[config.mk]
export PLATFORM = sky130hd
export DESIGN_NAME = image_frame_deframer_unit_flat
export DESIGN_NICKNAME = d
export VERILOG_FILES = /design/src/hdl/ifd_pkg.sv /design/src/hdl/ifd_byte_if.sv /design/src/hdl/ifd_pix_if.sv /design/src/hdl/image_frame_deframer_unit.sv /design/src/hdl/ifd_parser.sv /design/src/flat_wrapper.sv
export VERILOG_INCLUDE_DIRS = /design/src /design/src/hdl
export SDC_FILE = /design/constraint.sdc
export NUM_CORES = 2
export LEC_CHECK = 0
export BUFFER_PORTS_ARGS = -buffer_cell sky130_fd_sc_hd__buf_2
export CORE_UTILIZATION = 35
export CTS_BUF_LIST = sky130_fd_sc_hd__clkbuf_4 sky130_fd_sc_hd__clkbuf_8
export CTS_CLUSTER_SIZE = 10
export DETAILED_ROUTE_END_ITERATION = 16
export MAX_ROUTING_LAYER = met4
export PLACE_DENSITY = 0.47
export SLEW_MARGIN = 20
export SYNTH_ARGS = -nofsm -noshare
export SYNTH_HDL_FRONTEND = slang
export SYNTH_SLANG_ARGS = --single-unit
[constraint.sdc]
create_clock -name clk -period 21 [get_ports clk]
set_input_delay 4.2 -clock clk [delete_from_list [all_inputs] [get_ports clk]]
set_output_delay 4.2 -clock clk [all_outputs]
set_load 0.01 [all_outputs]
[src/hdl/image_frame_deframer_unit_defines.svh]
// Assertion helpers for the deframer. Both sample on clk and stay quiet while arst_n is low.
`ifndef IMAGE_FRAME_DEFRAMER_UNIT_DEFINES_SVH
`define IMAGE_FRAME_DEFRAMER_UNIT_DEFINES_SVH

// Require cons in the same cycle as ante.
`define IFD_ASSERT_SAME(lbl, ante, cons, msg) \
	lbl: assert property (@(posedge clk) disable iff (!arst_n) (ante) |-> (cons)) \
		else $error(msg);

// Require cons in the cycle after ante.
`define IFD_ASSERT_NEXT(lbl, ante, cons, msg) \
	lbl: assert property (@(posedge clk) disable iff (!arst_n) (ante) |=> (cons)) \
		else $error(msg);

`endif

[src/hdl/ifd_pkg.sv]
`timescale 1ns / 1ps
package ifd_pkg;

	localparam int unsigned BYTE_W = 8;
	localparam int unsigned WORD_W = 32;

	// register file
	localparam logic [WORD_W-1:0] MAGIC_RST     = 32'h4C5A_445A;
	localparam logic [WORD_W-1:0] MAX_BYTES_RST = 32'd5242880;
	typedef logic [0:0] reg_idx_t;
	localparam reg_idx_t REG_MAGIC     = 1'b0;
	localparam reg_idx_t REG_MAX_BYTES = 1'b1;

	// result kinds
	typedef logic [1:0] event_kind_t;
	localparam event_kind_t EV_PIXEL       = 2'd0;
	localparam event_kind_t EV_REJECT      = 2'd1;
	localparam event_kind_t EV_UNSUPPORTED = 2'd2;

	typedef enum logic [2:0] {
		PH_HUNT = 3'd0,
		PH_LEN  = 3'd1,
		PH_ROWS = 3'd2,
		PH_COLS = 3'd3,
		PH_DATA = 3'd4
	} phase_t;

	typedef enum logic [1:0] {
		MODE_RGB  = 2'd0,
		MODE_GRAY = 2'd1,
		MODE_SKIP = 2'd2
	} mode_t;

	typedef struct packed {
		logic                valid;
		event_kind_t         event_kind;
		logic [BYTE_W-1:0]   red;
		logic [BYTE_W-1:0]   green;
		logic [BYTE_W-1:0]   blue;
		logic                is_gray;
		logic [WORD_W-1:0]   frame_width;
		logic [WORD_W-1:0]   frame_height;
		logic                first_pixel;
		logic                last_pixel;
	} result_t;

endpackage

[src/hdl/ifd_byte_if.sv]
`timescale 1ns / 1ps
interface ifd_byte_if;
	import ifd_pkg::*;

	logic              valid;
	logic              ready;
	logic [BYTE_W-1:0] rx_byte;

	modport source (output valid, output rx_byte, input ready);
	modport sink (input valid, input rx_byte, output ready);
endinterface

[src/hdl/ifd_pix_if.sv]
`timescale 1ns / 1ps
interface ifd_pix_if;
	import ifd_pkg::*;

	logic              valid;
	logic              ready;
	logic [1:0]        event_kind;
	logic [BYTE_W-1:0] red;
	logic [BYTE_W-1:0] green;
	logic [BYTE_W-1:0] blue;
	logic              is_gray;
	logic [WORD_W-1:0] frame_width;
	logic [WORD_W-1:0] frame_height;
	logic              first_pixel;
	logic              last_pixel;

	modport source (output valid, output event_kind, output red, output green, output blue,
		output is_gray, output frame_width, output frame_height, output first_pixel,
		output last_pixel, input ready);
	modport sink (input valid, input event_kind, input red, input green, input blue,
		input is_gray, input frame_width, input frame_height, input first_pixel,
		input last_pixel, output ready);
endinterface

[src/hdl/image_frame_deframer_unit.sv]
`timescale 1ns / 1ps
`include "image_frame_deframer_unit_defines.svh"
// Byte-stream deframer: takes one received byte per word on rx, finds the marker in
// magic_word, reads the length, rows and columns header words, and sends pixels, reject
// events or unsupported-size events on px. A byte is taken every cycle as long as px
// drains; a result passes through the input register and then the result register
// before it is offered on px. The rate is set by the single parse stage, which updates
// all state for one byte per cycle while px is not stalled; the rows*cols product is
// built over the four column bytes with one 32x8 multiply-add per byte, so the end of
// the header needs no wide multiply. Write registers only while no byte is in flight.
// No clearing pass after reset.
module image_frame_deframer_unit (
	input  logic                               clk,
	input  logic                               arst_n,
	input  logic                               cfg_we,
	input  ifd_pkg::reg_idx_t                  cfg_index,
	input  logic [ifd_pkg::WORD_W-1:0]         cfg_wdata,
	ifd_byte_if.sink                           rx,
	ifd_pix_if.source                          px
);
	import ifd_pkg::*;

	logic [WORD_W-1:0] magic_q;
	logic [WORD_W-1:0] max_bytes_q;
	logic              valid_s1;
	logic [BYTE_W-1:0] byte_s1;
	logic              advance;
	result_t           res;
	result_t           out_q;
	logic              out_valid_q;

	// configuration registers
	always_ff @(posedge clk or negedge arst_n) begin
		if (!arst_n) begin
			magic_q     <= MAGIC_RST;
			max_bytes_q <= MAX_BYTES_RST;
		end else if (cfg_we) begin
			case (cfg_index)
				REG_MAGIC:     magic_q     <= cfg_wdata;
				REG_MAX_BYTES: max_bytes_q <= cfg_wdata;
				default: begin
				end
			endcase
		end
	end

	// advance the held word when the result register can take its outcome
	assign advance  = valid_s1 && (!out_valid_q || px.ready);
	assign rx.ready = !valid_s1 || advance;

	always_ff @(posedge clk or negedge arst_n) begin
		if (!arst_n) begin
			valid_s1 <= 1'b0;
		end else if (rx.valid && rx.ready) begin
			valid_s1 <= 1'b1;
		end else if (advance) begin
			valid_s1 <= 1'b0;
		end
	end

	always_ff @(posedge clk) begin
		if (rx.valid && rx.ready) begin
			byte_s1 <= rx.rx_byte;
		end
	end

	ifd_parser u_parser (
		.clk             (clk),
		.arst_n          (arst_n),
		.step            (advance),
		.rx_byte         (byte_s1),
		.magic_word      (magic_q),
		.max_image_bytes (max_bytes_q),
		.res             (res)
	);

	// result register: hold until taken
	always_ff @(posedge clk or negedge arst_n) begin
		if (!arst_n) begin
			out_valid_q <= 1'b0;
		end else if (px.ready || !out_valid_q) begin
			out_valid_q <= advance && res.valid;
		end
	end

	always_ff @(posedge clk) begin
		if (advance && res.valid) begin
			out_q <= res;
		end
	end

	assign px.valid        = out_valid_q;
	assign px.event_kind   = out_q.event_kind;
	assign px.red          = out_q.red;
	assign px.green        = out_q.green;
	assign px.blue         = out_q.blue;
	assign px.is_gray      = out_q.is_gray;
	assign px.frame_width  = out_q.frame_width;
	assign px.frame_height = out_q.frame_height;
	assign px.first_pixel  = out_q.first_pixel;
	assign px.last_pixel   = out_q.last_pixel;

	`IFD_ASSERT_NEXT(a_hold_s1, valid_s1 && out_valid_q && !px.ready, valid_s1 && $stable(byte_s1), "held word lost under stall")
	`IFD_ASSERT_SAME(a_ready_when_empty, !out_valid_q, rx.ready, "input stalled with empty result register")
	`IFD_ASSERT_SAME(a_gray_equal, px.valid && px.is_gray, px.red == px.green && px.green == px.blue && px.event_kind == EV_PIXEL, "gray pixel channels differ")
	`IFD_ASSERT_SAME(a_reject_clear, px.valid && px.event_kind == EV_REJECT, px.frame_width == '0 && px.frame_height == '0 && !px.first_pixel && !px.last_pixel, "reject event carries data")

endmodule

[src/hdl/ifd_parser.sv]
`timescale 1ns / 1ps
module ifd_parser (
	input  logic                          clk,
	input  logic                          arst_n,
	input  logic                          step,
	input  logic [ifd_pkg::BYTE_W-1:0]    rx_byte,
	input  logic [ifd_pkg::WORD_W-1:0]    magic_word,
	input  logic [ifd_pkg::WORD_W-1:0]    max_image_bytes,
	output ifd_pkg::result_t              res
);
	import ifd_pkg::*;

	phase_t              phase_q, phase_d;
	logic [23:0]         window_q, window_d;
	logic [1:0]          fill_q, fill_d;
	logic [23:0]         hdr_q, hdr_d;
	logic [1:0]          hcnt_q, hcnt_d;
	logic [WORD_W-1:0]   len_q, len_d;
	logic [WORD_W-1:0]   rows_q, rows_d;
	logic [WORD_W-1:0]   rows3_q, rows3_d;
	logic [WORD_W-1:0]   cols_q, cols_d;
	logic [WORD_W-1:0]   acc_q, acc_d;
	logic [WORD_W-1:0]   acc3_q, acc3_d;
	logic [WORD_W-1:0]   rem_q, rem_d;
	mode_t               mode_q, mode_d;
	logic [15:0]         part_q, part_d;
	logic [1:0]          bip_q, bip_d;
	logic                first_q, first_d;

	logic [WORD_W-1:0]   word;
	logic [WORD_W-1:0]   rem_dec;
	logic                last;
	logic [39:0]         row_prod;
	logic [39:0]         row3_prod;
	logic [WORD_W-1:0]   prod;
	logic [WORD_W-1:0]   prod3;

	// header word so far, and the pixel count built one column byte at a time
	assign word      = {hdr_q, rx_byte};
	assign row_prod  = rows_q * {32'd0, rx_byte};
	assign row3_prod = rows3_q * {32'd0, rx_byte};
	assign prod      = {acc_q[23:0], 8'h00} + row_prod[WORD_W-1:0];
	assign prod3     = {acc3_q[23:0], 8'h00} + row3_prod[WORD_W-1:0];
	assign rem_dec   = rem_q - 32'd1;
	assign last      = (rem_dec == '0);

	// next state and result for the current byte
	always_comb begin
		phase_d  = phase_q;
		window_d = window_q;
		fill_d   = fill_q;
		hdr_d    = hdr_q;
		hcnt_d   = hcnt_q;
		len_d    = len_q;
		rows_d   = rows_q;
		rows3_d  = rows3_q;
		cols_d   = cols_q;
		acc_d    = acc_q;
		acc3_d   = acc3_q;
		rem_d    = rem_q;
		mode_d   = mode_q;
		part_d   = part_q;
		bip_d    = bip_q;
		first_d  = first_q;
		res      = '0;

		case (phase_q)
			PH_LEN, PH_ROWS, PH_COLS: begin
				if (phase_q == PH_COLS) begin
					acc_d  = prod;
					acc3_d = prod3;
				end
				if (hcnt_q != 2'd3) begin
					hdr_d  = word[23:0];
					hcnt_d = hcnt_q + 2'd1;
				end else begin
					hdr_d  = '0;
					hcnt_d = '0;
					case (phase_q)
						PH_LEN: begin
							len_d = word;
							if (word == '0 || word > max_image_bytes) begin
								phase_d        = PH_HUNT;
								window_d       = '0;
								fill_d         = '0;
								res.valid      = 1'b1;
								res.event_kind = EV_REJECT;
							end else begin
								phase_d = PH_ROWS;
							end
						end
						PH_ROWS: begin
							rows_d  = word;
							rows3_d = word + {word[WORD_W-2:0], 1'b0};
							acc_d   = '0;
							acc3_d  = '0;
							phase_d = PH_COLS;
						end
						default: begin
							cols_d  = word;
							phase_d = PH_DATA;
							rem_d   = len_q;
							bip_d   = '0;
							part_d  = '0;
							first_d = 1'b1;
							if (len_q == prod3) begin
								mode_d = MODE_RGB;
							end else if (len_q == prod) begin
								mode_d = MODE_GRAY;
							end else begin
								mode_d           = MODE_SKIP;
								res.valid        = 1'b1;
								res.event_kind   = EV_UNSUPPORTED;
								res.frame_width  = word;
								res.frame_height = rows_q;
							end
						end
					endcase
				end
			end
			PH_DATA: begin
				rem_d = rem_dec;
				if (last) begin
					phase_d  = PH_HUNT;
					window_d = '0;
					fill_d   = '0;
				end
				res.event_kind   = EV_PIXEL;
				res.frame_width  = cols_q;
				res.frame_height = rows_q;
				res.first_pixel  = first_q;
				res.last_pixel   = last;
				case (mode_q)
					MODE_GRAY: begin
						res.valid   = 1'b1;
						res.red     = rx_byte;
						res.green   = rx_byte;
						res.blue    = rx_byte;
						res.is_gray = 1'b1;
						first_d     = 1'b0;
					end
					MODE_RGB: begin
						// bytes arrive blue, green, red
						case (bip_q)
							2'd0: begin
								part_d = {8'h00, rx_byte};
								bip_d  = 2'd1;
							end
							2'd1: begin
								part_d = {rx_byte, part_q[7:0]};
								bip_d  = 2'd2;
							end
							default: begin
								bip_d     = 2'd0;
								res.valid = 1'b1;
								res.red   = rx_byte;
								res.green = part_q[15:8];
								res.blue  = part_q[7:0];
								first_d   = 1'b0;
							end
						endcase
					end
					default: begin
						// drop the byte
					end
				endcase
			end
			default: begin
				// slide the window until the last four bytes match the marker
				if (fill_q == 2'd3 && {window_q, rx_byte} == magic_word) begin
					phase_d  = PH_LEN;
					window_d = '0;
					fill_d   = '0;
					hdr_d    = '0;
					hcnt_d   = '0;
				end else begin
					phase_d  = PH_HUNT;
					window_d = {window_q[15:0], rx_byte};
					if (fill_q != 2'd3) begin
						fill_d = fill_q + 2'd1;
					end
				end
			end
		endcase

		if (!step) begin
			res.valid = 1'b0;
		end
	end

	// commit state on each byte taken
	always_ff @(posedge clk or negedge arst_n) begin
		if (!arst_n) begin
			phase_q  <= PH_HUNT;
			window_q <= '0;
			fill_q   <= '0;
			hdr_q    <= '0;
			hcnt_q   <= '0;
			len_q    <= '0;
			rows_q   <= '0;
			rows3_q  <= '0;
			cols_q   <= '0;
			acc_q    <= '0;
			acc3_q   <= '0;
			rem_q    <= '0;
			mode_q   <= MODE_RGB;
			part_q   <= '0;
			bip_q    <= '0;
			first_q  <= 1'b1;
		end else if (step) begin
			phase_q  <= phase_d;
			window_q <= window_d;
			fill_q   <= fill_d;
			hdr_q    <= hdr_d;
			hcnt_q   <= hcnt_d;
			len_q    <= len_d;
			rows_q   <= rows_d;
			rows3_q  <= rows3_d;
			cols_q   <= cols_d;
			acc_q    <= acc_d;
			acc3_q   <= acc3_d;
			rem_q    <= rem_d;
			mode_q   <= mode_d;
			part_q   <= part_d;
			bip_q    <= bip_d;
			first_q  <= first_d;
		end
	end

endmodule

[src/flat_wrapper.sv]
// flat-port wrapper written by rule: the top's interface ports become plain ports
module image_frame_deframer_unit_flat import ifd_pkg::*;
  (clk, arst_n, cfg_we, cfg_index, cfg_wdata, rx_valid, rx_rx_byte, rx_ready, px_valid, px_event_kind, px_red, px_green, px_blue, px_is_gray, px_frame_width, px_frame_height, px_first_pixel, px_last_pixel, px_ready);
  ifd_byte_if rx_i ();
  ifd_pix_if px_i ();
  input  logic clk;
  input  logic arst_n;
  input  logic cfg_we;
  input  ifd_pkg::reg_idx_t cfg_index;
  input  logic [ifd_pkg::WORD_W-1:0] cfg_wdata;
  input wire logic [$bits(rx_i.valid)-1:0] rx_valid;
  input wire logic [$bits(rx_i.rx_byte)-1:0] rx_rx_byte;
  output wire logic [$bits(rx_i.ready)-1:0] rx_ready;
  output wire logic [$bits(px_i.valid)-1:0] px_valid;
  output wire logic [$bits(px_i.event_kind)-1:0] px_event_kind;
  output wire logic [$bits(px_i.red)-1:0] px_red;
  output wire logic [$bits(px_i.green)-1:0] px_green;
  output wire logic [$bits(px_i.blue)-1:0] px_blue;
  output wire logic [$bits(px_i.is_gray)-1:0] px_is_gray;
  output wire logic [$bits(px_i.frame_width)-1:0] px_frame_width;
  output wire logic [$bits(px_i.frame_height)-1:0] px_frame_height;
  output wire logic [$bits(px_i.first_pixel)-1:0] px_first_pixel;
  output wire logic [$bits(px_i.last_pixel)-1:0] px_last_pixel;
  input wire logic [$bits(px_i.ready)-1:0] px_ready;
  assign rx_i.valid = rx_valid;
  assign rx_i.rx_byte = rx_rx_byte;
  assign rx_ready = rx_i.ready;
  assign px_valid = px_i.valid;
  assign px_event_kind = px_i.event_kind;
  assign px_red = px_i.red;
  assign px_green = px_i.green;
  assign px_blue = px_i.blue;
  assign px_is_gray = px_i.is_gray;
  assign px_frame_width = px_i.frame_width;
  assign px_frame_height = px_i.frame_height;
  assign px_first_pixel = px_i.first_pixel;
  assign px_last_pixel = px_i.last_pixel;
  assign px_i.ready = px_ready;
  image_frame_deframer_unit u_core (.clk(clk), .arst_n(arst_n), .cfg_we(cfg_we), .cfg_index(cfg_index), .cfg_wdata(cfg_wdata), .rx(rx_i), .px(px_i));
endmodule
==> metrics list <==
- Area growth from synthesis to final layout: 11.1%
* Required time of the critical path: 16.80 ns
* Post-route fraction of the period consumed by the critical path: 42.4%
* Clock buffers created by TritonCTS: 86
- Clock-pin slew on the worst setup and hold paths: 0.05 ns
- The largest single stage delay on the critical path is 0.15 ns.
- Summing over every cut layer, the via total after detailed routing is 27,500.
* Global-route usage over all layers: 23.8%
* Std cell rows: 117
- The number of hold buffers added after CTS was 0.
- Full die area: 104,000 um2
* Worst reg2reg path endpoint: u_core.px.frame_height[3]
- Master of the slowest instance on the critical path: sky130_fd_sc_hd__nor2b_1
- Placement Cell Area: 37,900 um2
- The setup path with the least slack is of type in -> out.
- The floorplan step set the die height to 322 um.
- After synthesis, the share of flip-flops with an asynchronous set or reset is 77.6%.
* Post-synthesis sequential element count: 450
- The startpoint identified for the worst register-to-register timing path is u_core.byte_s1[1].
- Number of vias per cell after detailed routing: 5.13
* Number of instances resized during post-cts repair: 0
* Cell count after synthesis: 3,853
- Setup Skew: 0.0613 ns
- CTS saw 450 sinks.
- STA classifies the critical path startpoint as a primary input.
- Achievable Freq: 0.112 GHz
* Cell repeated most along the worst path: sky130_fd_sc_hd__buf_2
- For the pin with the worst max-slew slack, the measured transition is 1.06 ns.
- Start point of the critical path: px_ready
* Cells along the critical path: buf_2 > nor2b_1 > nand2_1 > buf_2
- Initial antenna violation count: 8
- Initial DRC Count: 2,056
* Post-synthesis sequential area ratio: 32.8%
- Crit Path Max Fanout: 3
* Post-Syn Nets: 4,428
* Slew Limit Fails: 0
- At the worst endpoint, the arrival time is 4.70 ns.
* Synth Area in Adders: 26.0%
- The first global-routing pass estimated 180,000 um of wire.
- Multiplexer cells account for 2.39% of the synthesized area.
* Setup slack on the worst flop-to-flop path: 12.15 ns
- In this run the number of H-tree levels came out at 3.
- The synthesized design contains 101 enable-type register cells.
- The cell area that synthesis handed to floorplanning was 35,900 um2.
- For this configuration, the core starts out at a cell density of 35.3%.
* Total Neg Setup Slack: 0 ns
- Post-synthesis cell type with the largest combined area: sky130_fd_sc_hd__dfrtp_1
- Wires add up to 118,000 um.
- 141 I/O pins were placed.
* Clock tree from TritonCTS: done
- Registers take 11,800 um2.
- Smallest hold slack: 0.477 ns
- The routed design could run at a clock period as short as 8.90 ns.
- Buffers added on ports: 140
- The tree is rooted in a sky130_fd_sc_hd__clkbuf_8.
* Xor and xnor fraction of the mapped netlist area: 4.81%
- The most used flip-flop cell after synthesis is sky130_fd_sc_hd__dfrtp_1.
- Area used by multi-input combinational logic: 21,800 um2
- Std-Cell Core Area: 102,000 um2
- Min-Delay Path Class: reg -> reg
* Final weighted congestion in routability-driven placement: 0.929
- Before antenna repair, the detailed router went through 6 iterations.
- The filler cells instantiated in the layout total 10,300.
- Depth of the worst register-to-register path: 22
- Dividing the synthesized area by the synthesized cell count gives 9.31 um2.
- Status: finished, final reports clean
- Fraction of final layout cells sized beyond drive strength 1: 11.5%
* Unrepaired setup endpoints after global routing: false
* Largest family of logic cells by synthesized area: adder cells
- The worst setup path is captured at an output pin.
* Detailed placement HPWL: 85,400 um
* Number of global-route vias before repair: 28,000
- At the later pin of the worst-skew pair, clock insertion delay measures 0.75 ns.
- CTS Buffer Depth: 3
* ANT nets after route: 0
* Commonest cells in the synthesized netlist: sky130_fd_sc_hd__nand2_1 (712), sky130_fd_sc_hd__inv_1 (383), sky130_fd_sc_hd__fa_1 (359)
- Post-CTS timing repair inserted 0 buffers for setup.
* Wire length per cell after detailed routing: 21.9 um
- The count of endpoints failing hold in the final timing report came to 0.
- The number of different library cells used by synthesis comes to 83.
* Most frequently used cell type in the post-synthesis netlist: sky130_fd_sc_hd__nand2_1
- Simple-gate share of the synthesized area: 15.8%
* Relative max-transition margin: 29.6%
- Width of the chip: 322 um
- In the post-synthesis netlist, the biggest area contributors are sky130_fd_sc_hd__dfrtp_1 (23%), sky130_fd_sc_hd__fa_1 (20%), sky130_fd_sc_hd__edfxtp_1 (8.5%).
- Largest net degree at the start of global routing: 143
- With fillers left out, the area of the finished cells amounts to 39,900 um2.
* Final setup violation count: 0
- Syn. warnings: 0
- The final layout contains 4,498 nets.
- Complex-gate fraction of the synthesized area: 11.8%
- Global-route congestion overflow total: 0
- For this run, design rule violations remaining after detail routing come to 0.
* Critical Path End: rx_ready
- The tool flagged a number of max-cap violations equal to 0.
- After synthesis, the largest area contributor takes up 23.2% of total cell area.
==> layer usage <==
layer	share of wire, %	wire (um)	vias to the layer above	track usage [%]
met3	4.8	5620	124	2.94
met4	1.8	2120	0	4.89
met1	47	55600	13900	33.5
met5	0	0	-	-
met2	46	54300	695	36.7
li1	-	-	12800	-
==> through the flow <==
stage	setup WS (ns)	util, %	cells
4_1_cts	12.08	39.2	5364
3_3_place_gp	12.10	37.3	5203
6_report	12.10	39.2	5366
3_5_place_dp	12.08	37.3	5203
2_1_floorplan	12.36	-	3853
5_1_grt	11.72	39.2	5366
==> cells in the final DEF (no fill, tap or decap), drive strengths merged, types with 30 or more instances in the layout <==
cell	n
nand2	712
inv	389
fa	359
o21ai	355
dfrtp	333
buf	196
nor2	195
a21oi	193
ha	170
clkbuf	133
edfxtp	101
xor2	97
xnor2	87
and2	77
mux2	68
nand3	65
nor3	47
nand4	30
==> how the worst min path moves through the flow <==
stage                                         start                   endpoint  slack (ns)  cells past startpoint
after floorplan           u_core.u_parser.hcnt_q[1]  u_core.u_parser.hcnt_q[1]        0.44                      2
after global placement    u_core.u_parser.hcnt_q[1]  u_core.u_parser.hcnt_q[1]        0.46                      2
after detailed placement  u_core.u_parser.hcnt_q[1]  u_core.u_parser.hcnt_q[1]        0.46                      2
after CTS                 u_core.u_parser.hcnt_q[1]  u_core.u_parser.hcnt_q[1]        0.48                      2
after global routing      u_core.u_parser.cols_q[2]  u_core.u_parser.cols_q[2]        0.51                      2
final                     u_core.u_parser.hcnt_q[1]  u_core.u_parser.hcnt_q[1]        0.48                      2
==> flip-flops by register name, summed over array words and instances (netlist names), 2 cells and up <==
name,flops
u_core.u_parser.part_q,16
u_core.u_parser.rows_q,32
u_core.u_parser.phase_q,3
u_core.u_parser.fill_q,2
u_core.px.frame_width,32
u_core.px.green,8
u_core.u_parser.len_q,32
u_core.u_parser.hdr_q,24
u_core.u_parser.cols_q,32
u_core.u_parser.rem_q,32
u_core.max_bytes_q,32
u_core.px.event_kind,2
u_core.u_parser.mode_q,2
u_core.u_parser.hcnt_q,2
u_core.u_parser.acc3_q,24
u_core.magic_q,32
u_core.u_parser.acc_q,24
u_core.px.frame_height,32
u_core.u_parser.bip_q,2
u_core.px.red,8
u_core.u_parser.window_q,24
u_core.u_parser.rows3_q,31
u_core.px.blue,8
u_core.byte_s1,8
==> logic make-up (layout without fill, tap and decap cells) <==
| family | count (synthesis) | in the layout |
|---|---|---|
| other | 0 | 2 |
| buffers and inverters | 602 | 745 |
| AND/OR/NAND/NOR | 1274 | 1274 |
| XOR/XNOR | 189 | 189 |
| adder cells (fa/ha/maj) | 530 | 530 |
| multiplexers | 77 | 77 |
| flip-flops | 450 | 450 |
| AO/OA/AOI/OAI | 731 | 731 |
==> critical path, delay by kind of cell <==
kind | cells | cell delay, ns
and+or+nand+nor | 2 | 0.25
buffers and inverters | 2 | 0.24
==> layout make-up <==
cell class,count,share of cell area [%]
diodes,2,0.0126
clock buffers,133,4.03
clock inverters,28,0.804
inverters,388,3.65
multi-input cells,2801,54.8
flip-flops and latches,450,29.6
well taps,1368,4.29
repair buffers,196,2.87
Power is not shown: default switching activity piles up to over one toggle a cycle in this logic, so the estimate is an artifact.
